[config.mk]
export PLATFORM = sky130hd
export DESIGN_NAME = rc_receiver_frame_decoder_flat
export DESIGN_NICKNAME = d
export VERILOG_FILES = /design/src/hdl/rcd_pkg.sv /design/src/hdl/rcd_if.sv /design/src/hdl/rcd_frame_buffer.sv /design/src/hdl/rcd_decoder.sv /design/src/hdl/rcd_output_stage.sv /design/src/hdl/rc_receiver_frame_decoder.sv /design/src/flat_wrapper.sv
export SDC_FILE = /design/constraint.sdc
export NUM_CORES = 1
export LEC_CHECK = 0
export ABC_AREA = 0
export BUFFER_PORTS_ARGS = -buffer_cell sky130_fd_sc_hd__buf_2
export CAP_MARGIN = 10
export CORE_MARGIN = 1.5
export CORE_UTILIZATION = 60
export DETAILED_ROUTE_END_ITERATION = 8
export PLACE_DENSITY_LB_ADDON = 0.15
export SETUP_SLACK_MARGIN = 0.1
export SYNTH_ARGS = -nofsm -noshare
export SYNTH_HDL_FRONTEND = slang
export SYNTH_HIERARCHICAL = 1
export SYNTH_SLANG_ARGS = --single-unit
export TNS_END_PERCENT = 10
[constraint.sdc]
create_clock -name clk -period 12.5 [get_ports clk]
set_input_delay 1.25 -clock clk [delete_from_list [all_inputs] [get_ports clk]]
set_output_delay 1.25 -clock clk [all_outputs]
set_load 0.005 [all_outputs]
[src/hdl/rcd_pkg.sv]
// Package for the remote-control frame decoder: sizes, codes, types and helper functions.
package rcd_pkg;

    // Frame and buffer geometry
    localparam int FRAME_BYTES  = 18;
    localparam int BUFFER_BYTES = 36;
    localparam int COUNT_W      = $clog2(BUFFER_BYTES + 1);
    localparam int IDX_W        = $clog2(FRAME_BYTES);

    // Field widths
    localparam int CH_W      = 11;
    localparam int CFG_IDX_W = 2;

    // Register reset values
    localparam logic [CH_W-1:0] LIMIT_RESET  = 11'd1684;
    localparam logic [CH_W-1:0] CENTER_RESET = 11'h400;

    // Both switches read 2 on an erroneous frame
    localparam logic [1:0] SWITCH_ERR       = 2'd2;
    localparam logic [3:0] SWITCHES_ON_ERR  = {SWITCH_ERR, SWITCH_ERR};

    // Divide by 10: multiply by ceil(2^16 / 10), exact for magnitudes below 16384
    localparam logic [12:0] VEL_RECIP       = 13'd6554;
    localparam int          VEL_SHIFT       = 16;
    localparam logic [7:0]  VEL_POS_MAX     = 8'd127;
    localparam logic [7:0]  VEL_NEG_MAG_MAX = 8'd128;
    localparam logic [7:0]  VEL_NEG_MIN     = 8'h80;

    // Input word codes
    typedef enum logic {
        OP_BYTE = 1'b0,
        OP_IDLE = 1'b1
    } opcode_t;

    // Configuration register indexes
    localparam logic [CFG_IDX_W-1:0] REG_STICK_LIMIT  = 2'd0;
    localparam logic [CFG_IDX_W-1:0] REG_STICK_CENTER = 2'd1;

    typedef logic [FRAME_BYTES-1:0][7:0] frame_t;

    // Status from the frame buffer
    typedef struct packed {
        logic               frame_done;
        logic [COUNT_W-1:0] byte_count;
    } fb_status_t;

    // One decoded result word
    typedef struct packed {
        logic [4*CH_W-1:0]  stick_channels;
        logic [3:0]         switches;
        logic signed [15:0] mouse_x;
        logic signed [15:0] mouse_y;
        logic signed [15:0] mouse_z;
        logic [15:0]        mouse_buttons;
        logic [15:0]        key_mask;
        logic signed [15:0] wheel_channel;
        logic signed [7:0]  vx_command;
        logic signed [7:0]  vy_command;
        logic signed [7:0]  wz_command;
        logic               frame_error;
    } result_t;

    // (channel - center) / 10, truncated toward zero, saturated to 8 bits
    function automatic logic signed [7:0] velocity(input logic [CH_W-1:0] ch,
                                                   input logic [CH_W-1:0] center);
        logic [CH_W:0]   diff;
        logic            neg;
        logic [CH_W-1:0] mag;
        logic [23:0]     prod;
        logic [7:0]      quo;
        logic [7:0]      res;
        diff = {1'b0, ch} - {1'b0, center};
        neg  = diff[CH_W];
        mag  = neg ? CH_W'((CH_W + 1)'(0) - diff) : diff[CH_W-1:0];
        prod = 24'(mag) * 24'(VEL_RECIP);
        quo  = prod[VEL_SHIFT+7:VEL_SHIFT];
        if (neg)
        begin
            res = (quo > VEL_NEG_MAG_MAX) ? VEL_NEG_MIN : 8'(8'd0 - quo);
        end
        else
        begin
            res = (quo > VEL_POS_MAX) ? VEL_POS_MAX : quo;
        end
        return $signed(res);
    endfunction

endpackage

[src/hdl/rcd_if.sv]
// Channel interfaces of the frame decoder: input words, result words, register writes.
interface rcd_item_if;
    logic       valid;
    logic       ready;
    logic       opcode;
    logic [7:0] data_byte;

    modport source (output valid, output opcode, output data_byte, input ready);
    modport sink   (input valid, input opcode, input data_byte, output ready);
endinterface

interface rcd_result_if;
    logic               valid;
    logic               ready;
    logic [43:0]        stick_channels;
    logic [3:0]         switches;
    logic signed [15:0] mouse_x;
    logic signed [15:0] mouse_y;
    logic signed [15:0] mouse_z;
    logic [15:0]        mouse_buttons;
    logic [15:0]        key_mask;
    logic signed [15:0] wheel_channel;
    logic signed [7:0]  vx_command;
    logic signed [7:0]  vy_command;
    logic signed [7:0]  wz_command;
    logic               frame_error;

    modport source (output valid, input ready, output stick_channels, output switches,
                    output mouse_x, output mouse_y, output mouse_z, output mouse_buttons,
                    output key_mask, output wheel_channel, output vx_command,
                    output vy_command, output wz_command, output frame_error);
    modport sink   (input valid, output ready, input stick_channels, input switches,
                    input mouse_x, input mouse_y, input mouse_z, input mouse_buttons,
                    input key_mask, input wheel_channel, input vx_command,
                    input vy_command, input wz_command, input frame_error);
endinterface

interface rcd_cfg_if;
    logic        valid;
    logic        ready;
    logic [1:0]  index;
    logic [10:0] data;

    modport source (output valid, output index, output data, input ready);
    modport sink   (input valid, input index, input data, output ready);
endinterface

[src/hdl/rcd_frame_buffer.sv]
// Frame buffer: stores received bytes and counts them until the line goes idle.
module rcd_frame_buffer (
    input  logic                clk,
    input  logic                rst_n,
    input  logic                in_fire,
    input  logic                opcode,
    input  logic [7:0]          data_byte,
    output rcd_pkg::frame_t     frame,
    output rcd_pkg::fb_status_t status
);

    rcd_pkg::frame_t                 frame_reg;
    logic [rcd_pkg::COUNT_W-1:0]     count_reg;
    logic [rcd_pkg::COUNT_W-1:0]     count_next;
    logic                            is_byte;
    logic                            is_idle;

    assign is_byte = in_fire && (opcode == rcd_pkg::OP_BYTE);
    assign is_idle = in_fire && (opcode == rcd_pkg::OP_IDLE);

    // Advance the count on a byte, saturate at the buffer size, drop to zero on idle
    always_comb
    begin
        count_next = count_reg;
        if (is_idle)
        begin
            count_next = '0;
        end
        else if (is_byte && (count_reg < rcd_pkg::COUNT_W'(rcd_pkg::BUFFER_BYTES)))
        begin
            count_next = count_reg + rcd_pkg::COUNT_W'(1);
        end
    end

    always_ff @(posedge clk or negedge rst_n)
    begin
        if (!rst_n)
        begin
            count_reg <= '0;
        end
        else
        begin
            count_reg <= count_next;
        end
    end

    // Store the first frame's worth of bytes; drop the rest
    always_ff @(posedge clk)
    begin
        if (is_byte && (count_reg < rcd_pkg::COUNT_W'(rcd_pkg::FRAME_BYTES)))
        begin
            frame_reg[count_reg[rcd_pkg::IDX_W-1:0]] <= data_byte;
        end
    end

    assign frame             = frame_reg;
    assign status.byte_count = count_reg;
    assign status.frame_done = is_idle &&
                               (count_reg == rcd_pkg::COUNT_W'(rcd_pkg::FRAME_BYTES));

endmodule

[src/hdl/rcd_decoder.sv]
// Decoder: unpacks a stored frame, checks stick limits and scales velocity commands.
module rcd_decoder (
    input  rcd_pkg::frame_t             frame,
    input  logic [rcd_pkg::CH_W-1:0]    stick_limit,
    input  logic [rcd_pkg::CH_W-1:0]    stick_center,
    output rcd_pkg::result_t            result
);

    logic [rcd_pkg::CH_W-1:0] ch0;
    logic [rcd_pkg::CH_W-1:0] ch1;
    logic [rcd_pkg::CH_W-1:0] ch2;
    logic [rcd_pkg::CH_W-1:0] ch3;
    logic                     err;

    // Unpack the 11-bit stick channels from the first six bytes
    assign ch0 = {frame[1][2:0], frame[0]};
    assign ch1 = {frame[2][5:0], frame[1][7:3]};
    assign ch2 = {frame[4][0], frame[3], frame[2][7:6]};
    assign ch3 = {frame[5][3:0], frame[4][7:1]};

    assign err = (ch0 > stick_limit) || (ch1 > stick_limit) ||
                 (ch2 > stick_limit) || (ch3 > stick_limit);

    // Clear the decoded fields on error; velocity always comes from the raw channels
    always_comb
    begin
        result.vx_command  = rcd_pkg::velocity(ch3, stick_center);
        result.vy_command  = rcd_pkg::velocity(ch2, stick_center);
        result.wz_command  = rcd_pkg::velocity(ch0, stick_center);
        result.frame_error = err;
        if (err)
        begin
            result.stick_channels = '0;
            result.switches       = rcd_pkg::SWITCHES_ON_ERR;
            result.mouse_x        = '0;
            result.mouse_y        = '0;
            result.mouse_z        = '0;
            result.mouse_buttons  = '0;
            result.key_mask       = '0;
            result.wheel_channel  = '0;
        end
        else
        begin
            result.stick_channels = {ch3, ch2, ch1, ch0};
            result.switches       = frame[5][7:4];
            result.mouse_x        = $signed({frame[7], frame[6]});
            result.mouse_y        = $signed({frame[9], frame[8]});
            result.mouse_z        = $signed({frame[11], frame[10]});
            result.mouse_buttons  = {frame[13], frame[12]};
            result.key_mask       = {frame[15], frame[14]};
            result.wheel_channel  = $signed({frame[17], frame[16]});
        end
    end

endmodule

[src/hdl/rcd_output_stage.sv]
// Output stage: result register with a skid register behind it.
module rcd_output_stage (
    input  logic             clk,
    input  logic             rst_n,
    input  logic             push,
    input  rcd_pkg::result_t result,
    output logic             can_accept,
    rcd_result_if.source     result_out
);

    rcd_pkg::result_t main_reg;
    rcd_pkg::result_t skid_reg;
    logic             main_valid_reg;
    logic             main_valid_next;
    logic             skid_valid_reg;
    logic             skid_valid_next;
    logic             main_free;

    assign main_free = !main_valid_reg || result_out.ready;

    // Refill the result register from skid first, else from a new push
    always_comb
    begin
        main_valid_next = main_valid_reg;
        skid_valid_next = skid_valid_reg;
        if (main_free)
        begin
            if (skid_valid_reg)
            begin
                main_valid_next = 1'b1;
                skid_valid_next = 1'b0;
            end
            else
            begin
                main_valid_next = push;
            end
        end
        else if (push)
        begin
            skid_valid_next = 1'b1;
        end
    end

    always_ff @(posedge clk or negedge rst_n)
    begin
        if (!rst_n)
        begin
            main_valid_reg <= 1'b0;
            skid_valid_reg <= 1'b0;
        end
        else
        begin
            main_valid_reg <= main_valid_next;
            skid_valid_reg <= skid_valid_next;
        end
    end

    // Payload moves
    always_ff @(posedge clk)
    begin
        if (main_free)
        begin
            if (skid_valid_reg)
            begin
                main_reg <= skid_reg;
            end
            else if (push)
            begin
                main_reg <= result;
            end
        end
        else if (push)
        begin
            skid_reg <= result;
        end
    end

    assign can_accept = !skid_valid_reg;

    assign result_out.valid          = main_valid_reg;
    assign result_out.stick_channels = main_reg.stick_channels;
    assign result_out.switches       = main_reg.switches;
    assign result_out.mouse_x        = main_reg.mouse_x;
    assign result_out.mouse_y        = main_reg.mouse_y;
    assign result_out.mouse_z        = main_reg.mouse_z;
    assign result_out.mouse_buttons  = main_reg.mouse_buttons;
    assign result_out.key_mask       = main_reg.key_mask;
    assign result_out.wheel_channel  = main_reg.wheel_channel;
    assign result_out.vx_command     = main_reg.vx_command;
    assign result_out.vy_command     = main_reg.vy_command;
    assign result_out.wz_command     = main_reg.wz_command;
    assign result_out.frame_error    = main_reg.frame_error;

endmodule

[src/hdl/rc_receiver_frame_decoder.sv]
// Top level of the remote-control receiver frame decoder.
//
// item_in takes one word per cycle while ready: opcode 0 carries a received byte, opcode 1
// marks the line going idle. Bytes fill an 18-byte frame store; the count
// saturates at 36. An idle word after exactly 18 bytes yields one result word
// on result_out; any idle word restarts the count, and other counts give nothing.
// cfg writes stick_limit (index 0) and stick_center (index 1); it is always
// ready and writes to other indexes are ignored.
// Accepting the idle word registers the result into the result register, or into the skid
// register while that is held. Throughput: one input word per cycle while ready is high,
// set by the single register write into the frame store and one decode from the stored frame.
// When result_out stalls, the result register holds and one more result goes
// into a skid register; item_in.ready drops only while the skid register is
// full, and rises again the cycle after the result register drains.
// Reset clears the byte count and both output valids and loads stick_limit
// with 1684 and stick_center with 1024.
module rc_receiver_frame_decoder (
    input  logic         clk,
    input  logic         rst_n,
    rcd_item_if.sink     item_in,
    rcd_result_if.source result_out,
    rcd_cfg_if.sink      cfg
);

    logic [rcd_pkg::CH_W-1:0] stick_limit_reg;
    logic [rcd_pkg::CH_W-1:0] stick_center_reg;
    logic                     in_fire;
    logic                     can_accept;
    rcd_pkg::frame_t          frame;
    rcd_pkg::fb_status_t      fb_status;
    rcd_pkg::result_t         decoded;

    assign cfg.ready     = 1'b1;
    assign item_in.ready = can_accept;
    assign in_fire       = item_in.valid && item_in.ready;

    // Configuration registers
    always_ff @(posedge clk or negedge rst_n)
    begin
        if (!rst_n)
        begin
            stick_limit_reg  <= rcd_pkg::LIMIT_RESET;
            stick_center_reg <= rcd_pkg::CENTER_RESET;
        end
        else if (cfg.valid && cfg.ready)
        begin
            case (cfg.index)
                rcd_pkg::REG_STICK_LIMIT:  stick_limit_reg  <= cfg.data;
                rcd_pkg::REG_STICK_CENTER: stick_center_reg <= cfg.data;
                default: ;
            endcase
        end
    end

    rcd_frame_buffer u_frame_buffer (
        .clk       (clk),
        .rst_n     (rst_n),
        .in_fire   (in_fire),
        .opcode    (item_in.opcode),
        .data_byte (item_in.data_byte),
        .frame     (frame),
        .status    (fb_status)
    );

    rcd_decoder u_decoder (
        .frame        (frame),
        .stick_limit  (stick_limit_reg),
        .stick_center (stick_center_reg),
        .result       (decoded)
    );

    rcd_output_stage u_output_stage (
        .clk        (clk),
        .rst_n      (rst_n),
        .push       (fb_status.frame_done),
        .result     (decoded),
        .can_accept (can_accept),
        .result_out (result_out)
    );

`ifndef SYNTHESIS
    // A frame completes only on an accepted idle word
    assert property (@(posedge clk) disable iff (!rst_n)
        fb_status.frame_done |-> (in_fire && (item_in.opcode == rcd_pkg::OP_IDLE)))
        else $error("frame done without an accepted idle word");

    // The byte count never passes the buffer size
    assert property (@(posedge clk) disable iff (!rst_n)
        fb_status.byte_count <= rcd_pkg::COUNT_W'(rcd_pkg::BUFFER_BYTES))
        else $error("byte count above buffer size");

    // An accepted idle word restarts the count
    assert property (@(posedge clk) disable iff (!rst_n)
        (in_fire && (item_in.opcode == rcd_pkg::OP_IDLE)) |=> (fb_status.byte_count == '0))
        else $error("byte count not cleared after idle");

    // An erroneous result carries cleared sticks and the error switch code
    assert property (@(posedge clk) disable iff (!rst_n)
        (result_out.valid && result_out.frame_error) |->
        ((result_out.stick_channels == '0) &&
         (result_out.switches == rcd_pkg::SWITCHES_ON_ERR)))
        else $error("erroneous result not cleared");
`endif

endmodule

[src/flat_wrapper.sv]
// flat-port wrapper written by rule: the top's interface ports become plain ports
module rc_receiver_frame_decoder_flat 
  (clk, rst_n, item_in_valid, item_in_opcode, item_in_data_byte, item_in_ready, result_out_valid, result_out_ready, result_out_stick_channels, result_out_switches, result_out_mouse_x, result_out_mouse_y, result_out_mouse_z, result_out_mouse_buttons, result_out_key_mask, result_out_wheel_channel, result_out_vx_command, result_out_vy_command, result_out_wz_command, result_out_frame_error, cfg_valid, cfg_index, cfg_data, cfg_ready);
  rcd_item_if item_in_i ();
  rcd_result_if result_out_i ();
  rcd_cfg_if cfg_i ();
  input  logic clk;
  input  logic rst_n;
  input wire logic [$bits(item_in_i.valid)-1:0] item_in_valid;
  input wire logic [$bits(item_in_i.opcode)-1:0] item_in_opcode;
  input wire logic [$bits(item_in_i.data_byte)-1:0] item_in_data_byte;
  output wire logic [$bits(item_in_i.ready)-1:0] item_in_ready;
  output wire logic [$bits(result_out_i.valid)-1:0] result_out_valid;
  input wire logic [$bits(result_out_i.ready)-1:0] result_out_ready;
  output wire logic [$bits(result_out_i.stick_channels)-1:0] result_out_stick_channels;
  output wire logic [$bits(result_out_i.switches)-1:0] result_out_switches;
  output wire logic [$bits(result_out_i.mouse_x)-1:0] result_out_mouse_x;
  output wire logic [$bits(result_out_i.mouse_y)-1:0] result_out_mouse_y;
  output wire logic [$bits(result_out_i.mouse_z)-1:0] result_out_mouse_z;
  output wire logic [$bits(result_out_i.mouse_buttons)-1:0] result_out_mouse_buttons;
  output wire logic [$bits(result_out_i.key_mask)-1:0] result_out_key_mask;
  output wire logic [$bits(result_out_i.wheel_channel)-1:0] result_out_wheel_channel;
  output wire logic [$bits(result_out_i.vx_command)-1:0] result_out_vx_command;
  output wire logic [$bits(result_out_i.vy_command)-1:0] result_out_vy_command;
  output wire logic [$bits(result_out_i.wz_command)-1:0] result_out_wz_command;
  output wire logic [$bits(result_out_i.frame_error)-1:0] result_out_frame_error;
  input wire logic [$bits(cfg_i.valid)-1:0] cfg_valid;
  input wire logic [$bits(cfg_i.index)-1:0] cfg_index;
  input wire logic [$bits(cfg_i.data)-1:0] cfg_data;
  output wire logic [$bits(cfg_i.ready)-1:0] cfg_ready;
  assign item_in_i.valid = item_in_valid;
  assign item_in_i.opcode = item_in_opcode;
  assign item_in_i.data_byte = item_in_data_byte;
  assign item_in_ready = item_in_i.ready;
  assign result_out_valid = result_out_i.valid;
  assign result_out_i.ready = result_out_ready;
  assign result_out_stick_channels = result_out_i.stick_channels;
  assign result_out_switches = result_out_i.switches;
  assign result_out_mouse_x = result_out_i.mouse_x;
  assign result_out_mouse_y = result_out_i.mouse_y;
  assign result_out_mouse_z = result_out_i.mouse_z;
  assign result_out_mouse_buttons = result_out_i.mouse_buttons;
  assign result_out_key_mask = result_out_i.key_mask;
  assign result_out_wheel_channel = result_out_i.wheel_channel;
  assign result_out_vx_command = result_out_i.vx_command;
  assign result_out_vy_command = result_out_i.vy_command;
  assign result_out_wz_command = result_out_i.wz_command;
  assign result_out_frame_error = result_out_i.frame_error;
  assign cfg_i.valid = cfg_valid;
  assign cfg_i.index = cfg_index;
  assign cfg_i.data = cfg_data;
  assign cfg_ready = cfg_i.ready;
  rc_receiver_frame_decoder u_core (.clk(clk), .rst_n(rst_n), .item_in(item_in_i), .result_out(result_out_i), .cfg(cfg_i));
endmodule
# Word level (Yosys, flattened, before mapping)
# Index checks and enable logic that the tools add are counted.
[classes]
addsub = 10
n_mul = 3
magnitude_cmp = 14
n_eq_ne = 2
mux = 23
bitwise_logic = 2
n_reduce_logical = 21
[ops]
columns = ["cell", "n"]
rows = [
  ["$mux W169", 2],
  ["$bwmux W144", 1],
  ["$mux W144", 1],
  ["$mux W8", 10],
  ["$mul A11 B12 Y23 const B", 3],
  ["$gt A11 B11 Y1", 4],
  ["$demux W8 S5", 1],
  ["$sub A11 B11 Y12", 3],
  ["$mux W11", 3],
  ["$sub A1 B11 Y11 const A", 3],
  ["$gt A8 B7 Y1 const B", 3],
  ["$gt A8 B8 Y1 const B", 3],
  ["$sub A1 B8 Y8 const A", 3],
  ["$mux W6", 2],
  ["$reduce_and A2 Y1", 4],
  ["$logic_and A1 B1 Y1", 7],
  ["$add A6 B1 Y6 const B", 1],
  ["$eq A6 B5 Y1 const B", 1],
  ["$lt A5 B6 Y1 const B", 1],
  ["$lt A6 B5 Y1 const B", 1],
  ["$lt A6 B6 Y1 const B", 1],
  ["$reduce_bool A2 Y1", 3],
  ["$ge A5 B1 Y1 const B", 1],
  ["$logic_or A1 B1 Y1", 4],
  ["other kinds (5)", 9],
]
[totals]
register_bits = 512
input_bits = 27
out_inout_bits = 172
elab_cells = 122

# Depth between registers and ports, before layout
# Gate-level depths: netlist of run 1.
[logic_depth]
word_depth = 9
ltp_mapped = 37
ltp_nobuf = 37

# Modules after synthesis
# Netlist of run 1, hierarchy kept.
[modules_own_cells]
columns = ["module", "n_inst", "cells_each", "area_per_inst_um2", "seq_area_each_um2"]
rows = [
  ["rcd_output_stage", 1, 536, 12633.4, 10199.8],
  ["rcd_decoder", 1, 1472, 11666.2, 0.0],
  ["rcd_frame_buffer", 1, 211, 4897.2, 4474.3],
  ["rc_receiver_frame_decoder", 1, 51, 862.1, 558.0],
]

# Worst setup path before layout of run 1
# OpenSTA, ideal clock, no wires.
[synth_timing]
kind = "input-to-reg"
from = "input item_in_valid"
to = "register u_core.u_output_stage.main_reg, in the netlist u_core/u_output_stage/result_out.frame_error, enable pin"
setup_ps = 755
arrival_ps = 10072
required_ps = 11745
path_slack_ps = 1673
path_stages = 6
n_path_buf = 1
path_cell_list = "and2_1 buf_2 nand2_1 nor3_1 nor2_1 a21oi_1"
[synth_rtl]
columns = ["element", "line", "source"]
rows = [
  ["start, declared", "flat_wrapper.sv:9", "input wire logic [$bits(item_in_i.valid)-1:0] item_in_valid;"],
  ["end signal, assigned", "rcd_output_stage.sv:65", "main_reg <= skid_reg;"],
  ["end signal, assigned", "rcd_output_stage.sv:69", "main_reg <= result;"],
  ["end, declared", "rcd_output_stage.sv:11", "rcd_pkg::result_t main_reg;"],
]

==> Implementation_results.wiki, run 1 <==
{| class="wikitable"
! Metric !! Value
|-
| Run status || complete, no violations
|-
| Number of unique standard cell types used by synthesis || 90
|-
| GP Congestion || roughly 0.94
|-
| Share of synthesized area occupied by flip-flops and latches || between 50 and 60%
|-
| Endpoint of the lowest-slack register-to-register path || u_core/u_output_stage/result_out.wz_command[6]
|-
| Number of diodes || 0
|-
| Worst min-delay path class || reg -> reg
|-
| Timing-limited maximum frequency || approximately 0.11 GHz
|-
| Growth of design area from synthesis to finish || 11.26%
|-
| Placeable Area || 49150 µm²
|-
| Category of the worst setup path capture point || flip-flop
|-
| Launching element type of the critical path || flip-flop
|-
| Transition time at the pin with the least slew margin || about 1200 ps
|-
| Clock edge transition at the registers on the reported setup and hold paths || roughly 60 ps
|-
| Global-route wire length before repair || ~100 mm
|-
| Port Buffer Count || between 150 and 200
|-
| Residual DRC count || 0
|-
| Shortest period the worst path allows || roughly 9000 ps
|-
| Pin count of the biggest net entering global routing || 110
|-
| Biggest cell delay along the critical path || approximately 600 ps
|-
| Floorplan die width || between 200 and 250 µm
|-
| Die outline area || between 50000 and 60000 µm²
|-
| Iteration-0 DRC Markers || 1206
|-
| Post-CTS Hold Buffers || 0
|-
| CTS tree || yes
|-
| Post-synth top flop || sky130_fd_sc_hd__edfxtp_1
|-
| Number of iterations in the first detailed-routing pass || 6
|-
| Area used by sequential logic in the layout || ~15000 µm²
|-
| Rel. slew slack || between 20% and 30%
|-
| Clock buffers created by TritonCTS || 52
|-
| Max-slew violation count || 0
|-
| Period utilization || roughly three quarters
|-
| Initial antenna violation count || 0
|-
| Overall via count from detail_route || between 15k and 20k
|-
| Largest driver fanout on the critical path || 5
|-
| Synthesized Nets || between 2k and 3k
|-
| Number of levels the H-tree was split into || 2
|-
| Number of fill cells in the layout || approximately 3.5k
|-
| Number of max-capacitance violations reported || 0
|-
| Setup repair after global routing missed its margin || false
|-
| Drt wl/cell || 20.11 µm
|-
| Post-layout nets || just under 3k
|-
| Dpl hpwl || between 40 and 50 mm
|-
| Netlist area before placement || between 30000 and 40000 µm²
|-
| Synthesis-stage register bit count || ~510
|-
| Number of core rows || 81
|-
| Number of instances in the synthesized netlist || 2270
|-
| Endpoints failing setup || 0
|-
| Count of pins on the block boundary || between 150 and 200
|-
| Worst path slowest cell || sky130_fd_sc_hd__fa_1
|-
| Worst setup slack for register-to-register paths || around 3300 ps
|-
| Total Neg Setup Slack || 0 ps
|-
| Overall overflow remaining after global route || 0
|-
| Count of buffers added by post-CTS timing repair for setup || 0
|-
| Multi-input logic area || 13590 µm²
|-
| Hold_ws || 512.1 ps
|-
| Required time worst endpoint || roughly 13000 ps
|-
| Worst Slack Setup Final || about 3300 ps
|-
| Worst reg2reg startpoint || u_core/u_frame_buffer/frame[0]
|-
| Layout Skew || 29.34 ps
|-
| Via count of the first global-routing pass || 18.34k
|-
| Die boundary height || about 230 µm
|-
| Cell occurring most often along the worst timing path || sky130_fd_sc_hd__fa_1
|-
| Aggregate global-route resource usage || approximately a quarter
|-
| Endpoint arrival time on the critical path || approximately 9600 ps
|-
| Count of instances resized after the clock tree is built || 0
|-
| Setup WS pre-CTS || between 3000 and 4000 ps
|-
| Flip-flop count of the largest register, all copies and words added || roughly 170
|-
| Synth Warn # || 6
|-
| Average instance area after synthesis || 13.24 µm²
|-
| Number of sinks driven by the clock tree || 512
|-
| Launch instance of the worst min-delay path || u_core/stick_center_reg[2]
|-
| Via density || approximately 5.7
|-
| Path depth of the worst reg2reg path || 32
|-
| Worst min-delay path endpoint || u_core/stick_center_reg[2]
|-
| Clock Latency Late Sink || 610 ps
|-
| Number of enable-type register cells in the synthesized netlist || approximately 480
|-
| Effective utilization at floorplan || between 60% and 70%
|-
| Path type of the worst setup path || reg -> reg
|-
| Final design utilization || around two thirds
|-
| Total wire length after detailed routing || roughly 64 mm
|-
| Final ANT Viol Nets || 0
|-
| Hold-critical path depth || 1
|-
| Number of buffers on the longest clock path || 3
|-
| Clock tree root driver cell || sky130_fd_sc_hd__clkbuf_16
|-
| Proportion of synthesized flip-flops having asynchronous set or reset || ~6%
|-
| Endpoints failing hold || 0
|-
| Proportion of layout cells with a drive suffix above 1 || 20.90%
|}
==> final cells by class <==
| class | instances | area share, % |
|---|---|---|
| clock buffers | 67 | 4.243 |
| clock inverters | 31 | 1.126 |
| inverters | 251 | 2.817 |
| multi-input cells | 1455 | 40.64 |
| flip-flops and latches | 512 | 45.56 |
| well taps | 664 | 2.484 |
| repair buffers | 205 | 3.128 |
==> through the flow <==
| step | cell area (µm²) | instances |
|---|---|---|
| 6_report | 33440 | 3185 |
| 5_1_grt | 33440 | 3185 |
| 4_1_cts | 33440 | 3185 |
| 3_5_place_dp | 31650 | 3087 |
| 3_3_place_gp | 31650 | 3087 |
| 2_1_floorplan | 30060 | 2270 |
==> cells in the final DEF (no fill, tap or decap), drive strengths merged, types with 46 or more instances in the layout <==
master	n
fa	96
a21oi	72
nor2	77
mux2	197
nand2	72
buf	205
xnor2	46
inv	257
o21ai	83
edfxtp	482
ha	282
clkbuf	67
and2	173
==> routing by layer <==
metal | vias up | wire (µm) | global-route usage, %
li1 | 8598 | - | -
met1 | 9029 | 29530 | 36.54
met4 | 0 | 1308 | 6.452
met5 | - | 0 | 0
met2 | 500 | 30200 | 41.36
met3 | 85 | 3016 | 3.408
==> how the worst max path moves through the flow <==
stage / slack, ps / end / from / cells past startpoint
final: 3260 / u_core/u_output_stage/result_out.wz_command[6] / u_core/u_frame_buffer/frame[0] / 32
after global placement: 3510 / u_core/u_output_stage/result_out.wz_command[6] / u_core/u_frame_buffer/frame[0] / 31
after detailed placement: 3310 / u_core/u_output_stage/result_out.wz_command[6] / u_core/u_frame_buffer/frame[0] / 32
after floorplan: 1670 / u_core/u_output_stage/result_out.frame_error / item_in_valid / 6
after global routing: 2590 / u_core/u_output_stage/result_out.wz_command[1] / u_core/u_frame_buffer/frame[0] / 32
after CTS: 3230 / u_core/u_output_stage/result_out.wz_command[6] / u_core/u_frame_buffer/frame[0] / 31
==> worst max-delay path, delay by kind of cell (launching register included) <==
kind	cells	cell delay, ps
adders and majority gates	8	3530
xor gates and xnor gates	3	530
DFF	1	340
and+or+nand+nor	9	2470
muxes	2	580
AOI/OAI and AO/OA	6	1260
buffers and inverters	4	300
==> Yosys cell counts (all sizes together) (27+ instances only) <==
master	count	area, µm²
a21o	28	211.5
a21oi	72	375.4
and2	173	1082
clkbuf	27	101.4
edfxtp	482	14470
fa	96	1922
ha	282	3528
inv	251	942.2
mux2	197	2552
nand2	72	270.3
nor2	77	291.5
o21a	32	240.2
o21ai	83	419.2
xnor2	46	402.9
xor2	27	236.5
==> logic make-up (layout without fill, tap and decap cells) <==
kind of cell / Yosys count / in the layout / synth area share (%)
mux: 216 / 216 / 9.124
simple gates: 472 / 472 / 8.816
fa+ha+maj: 378 / 378 / 18.13
compound gates: 315 / 315 / 6.951
buf+inv: 303 / 554 / 4.163
flops: 512 / 512 / 50.67
other cells: 1 / 1 / 0.01248
xor+xnor: 73 / 73 / 2.127
Power of run 1 is left out: the tool's default activity adds up to more than one toggle a clock period on the data nets, which glitch-free logic cannot reach.
==> run 2: changes to the inputs <==
Settings changed: CORE_UTILIZATION 60 to 56.
Clock period 12.5 ns to 8.45 ns, I/O delays scaled along.
==> run 2 against run 1 <==
Register-to-register slack got worse by 2900 ps. Critical path type unchanged. Via count rose by 1.5%. Critical path depth did not move. Highest routed layer unchanged. The run now ends with DRC left. Wire length rose by 4.0%. Setup slack got worse by 2900 ps. Non-clock buffer count rose by 72.
==> Implementation_results.wiki, run 2 (same netlist as run 1, synthesis figures left out) <==
{| class="wikitable"
! Metric !! Value
|-
| Number of core rows || 84 (was 81)
|-
| Number of buffers on the longest clock path || 3 (unchanged)
|-
| Wire length on met3 || 2.934 mm (was 3.016 mm)
|-
| Path type of the worst setup path || reg -> reg (unchanged)
|-
| Initial antenna violation count || 0 (unchanged)
|-
| Clock tree root driver cell || sky130_fd_sc_hd__clkbuf_16 (unchanged)
|-
| Transition time at the pin with the least slew margin || 1058 ps (was 1156 ps)
|-
| GP Congestion || 0.9038 (was 0.9420)
|-
| Rel. slew slack || 29.47% (was 22.96%)
|-
| Number of diodes || 0 (unchanged)
|-
| Number of max-capacitance violations reported || 0 (unchanged)
|-
| Launching element type of the critical path || flip-flop (unchanged)
|-
| Period utilization || 95.69% (was 73.92%)
|-
| Growth of design area from synthesis to finish || 14.85% (was 11.26%)
|-
| Max-slew violation count || 0 (unchanged)
|-
| Clock buffers created by TritonCTS || 51 (was 52)
|-
| Clock Latency Late Sink || 600 ps (was 610 ps)
|-
| Overall overflow remaining after global route || 0 (unchanged)
|-
| Filler-free cell count of the finished design || 3277 (was 3185)
|-
| Buffer and inverter count on the worst path || 4 (unchanged)
|-
| Effective utilization at floorplan || 56.97% (was 61.15%)
|-
| Floorplan die width || 234.7 µm (was 226.8 µm)
|-
| Endpoint arrival time on the critical path || 8440 ps (was 9570 ps)
|-
| Clock edge transition at the registers on the reported setup and hold paths || 70 ps (was 60 ps)
|-
| Die boundary height || 234.7 µm (was 226.8 µm)
|-
| Iteration-0 DRC Markers || 1229 (was 1206)
|-
| Number of levels the H-tree was split into || 2 (unchanged)
|-
| Final ANT Viol Nets || 0 (unchanged)
|-
| Met2 routed wirelength || 32.10 mm (was 30.20 mm)
|-
| Final design utilization || 65.43% (was 68.04%)
|-
| Count of pins on the block boundary || 199 (unchanged)
|-
| Hold_ws || 310.6 ps (was 512.1 ps)
|-
| Run status || finished with violations (was complete, no violations)
|-
| CTS tree || yes (unchanged)
|-
| Total wire length after detailed routing || 66.63 mm (was 64.05 mm)
|-
| Post-layout nets || 2953 (was 2882)
|-
| Wire length on met1 || 29.79 mm (was 29.53 mm)
|-
| Worst min-delay path class || in -> async (was reg -> reg)
|-
| Category of the worst setup path capture point || flip-flop (unchanged)
|-
| Endpoints failing hold || 0 (unchanged)
|-
| Die outline area || 55070 µm² (was 51450 µm²)
|-
| Final design instance area without fill || 34520 µm² (was 33440 µm²)
|-
| Required time worst endpoint || 8800 ps (was 12830 ps)
|-
| Aggregate global-route resource usage || 24.00% (was 25.53%)
|-
| Violations in the final reports || DRC
|-
| Biggest cell delay along the critical path || 560 ps (was 600 ps)
|-
| Global-route wire length before repair || 104.2 mm (was 101.1 mm)
|-
| Timing-limited maximum frequency || 0.1237 GHz (was 0.1082 GHz)
|-
| Instance count after placement with tap cells included || 3165 (was 3087)
|-
| Flip-flop count of the largest register, all copies and words added || 169 (unchanged)
|-
| Shortest period the worst path allows || 8086 ps (was 9241 ps)
|-
| Number of sinks driven by the clock tree || 512 (unchanged)
|-
| Proportion of layout cells with a drive suffix above 1 || 25.96% (was 20.90%)
|-
| Via density || 5.643 (was 5.718)
|-
| Port Buffer Count || 197 (unchanged)
|-
| Family with the most delay on the worst path || adder cells (unchanged)
|-
| Overall via count from detail_route || 18.49k (was 18.21k)
|-
| Via count of the first global-routing pass || 18.67k (was 18.34k)
|-
| Layout Skew || 20.98 ps (was 29.34 ps)
|-
| Placeable Area || 52760 µm² (was 49150 µm²)
|-
| Most used cells in the layout excluding fill and tap cells || sky130_fd_sc_hd__edfxtp_1, sky130_fd_sc_hd__ha_1, sky130_fd_sc_hd__inv_1 (unchanged)
|-
| Commonest non-fill, non-tap cell in the layout || sky130_fd_sc_hd__edfxtp_1 (unchanged)
|-
| Largest driver fanout on the critical path || 8 (was 5)
|-
| Pin count of the biggest net entering global routing || 81 (was 110)
|-
| Residual DRC count || 16 (was 0)
|-
| Highest routed metal layer || met4 (unchanged)
|-
| Number of iterations in the first detailed-routing pass || 9 (was 6)
|-
| Worst path slowest cell || sky130_fd_sc_hd__fa_1 (unchanged)
|-
| Cell occurring most often along the worst timing path || sky130_fd_sc_hd__fa_1 (unchanged)
|-
| Dpl hpwl || 48.00 mm (was 46.90 mm)
|-
| Setup repair after global routing missed its margin || true (was false)
|-
| Endpoints failing setup || 0 (unchanged)
|-
| Placed standard-cell area || 32080 µm² (was 31650 µm²)
|-
| Drt wl/cell || 20.33 µm (was 20.11 µm)
|}
## run 2: cell count changes in the layout (fill, tap and decap cells not counted), sizes merged
cell,previous run,this run
buf,205,277
clkinv,17,22
clkbuf,67,60
clkinvlp,1,4
inv,257,252
## run 2: cell type report
type	instances	area, µm²
fillers	3900	18240
flip-flops and latches	512	15240
multi-input cells	1455	14180
repair buffers	277	1587
clock buffers	60	1331
inverters	251	942.2
well taps	688	860.8
clock inverters	34	384.1
## run 2: worst paths after layout
kind | from | endpoint | slack, ps | cells after the start
setup reg to reg | u_core/stick_center_reg[0] | u_core/u_output_stage/result_out.vy_command[6] | 360 | 32
setup / recovery | u_core/stick_center_reg[0] | u_core/u_output_stage/result_out.vy_command[6] | 360 | 32
hold reg to reg | u_core/stick_center_reg[3] | u_core/stick_center_reg[3] | 510 | 1
min in group clk | cfg_data[5] | u_core/stick_limit_reg[5] | 490 | 2
hold / removal | rst_n | u_core/stick_center_reg[5] | 310 | 1
max in group asynchronous | rst_n | u_core/u_output_stage/skid_valid_reg | 7590 | 1
## run 2: metal layers
| layer | up-vias | global-route usage [%] |
|---|---|---|
| li1 | 8727 | - |
| met1 | 9224 | 33.22 |
| met2 | 433 | 39.26 |
| met3 | 107 | 3.677 |
| met4 | 0 | 7.458 |
| met5 | - | 0 |
## run 2: timing repair
item                                    4_1_cts  5_1_grt
pin swaps                                     7       36
endpoints found under the setup margin       26       48
hold buffers                                  0        0
hold endpoints to repair                      0        0
buffers inserted                              1       17
gates resized for setup                      21      104
## run 2: metrics by stage
stage	TNS (ps)	worst slack (ps)
floorplan	0	479.6
global placement	0	131.1
detailed placement	-202.8	-86.80
CTS	0	61.54
global route	-239.1	-112.8
finish	0	364.1
Power of run 2 is left out for the same reason.
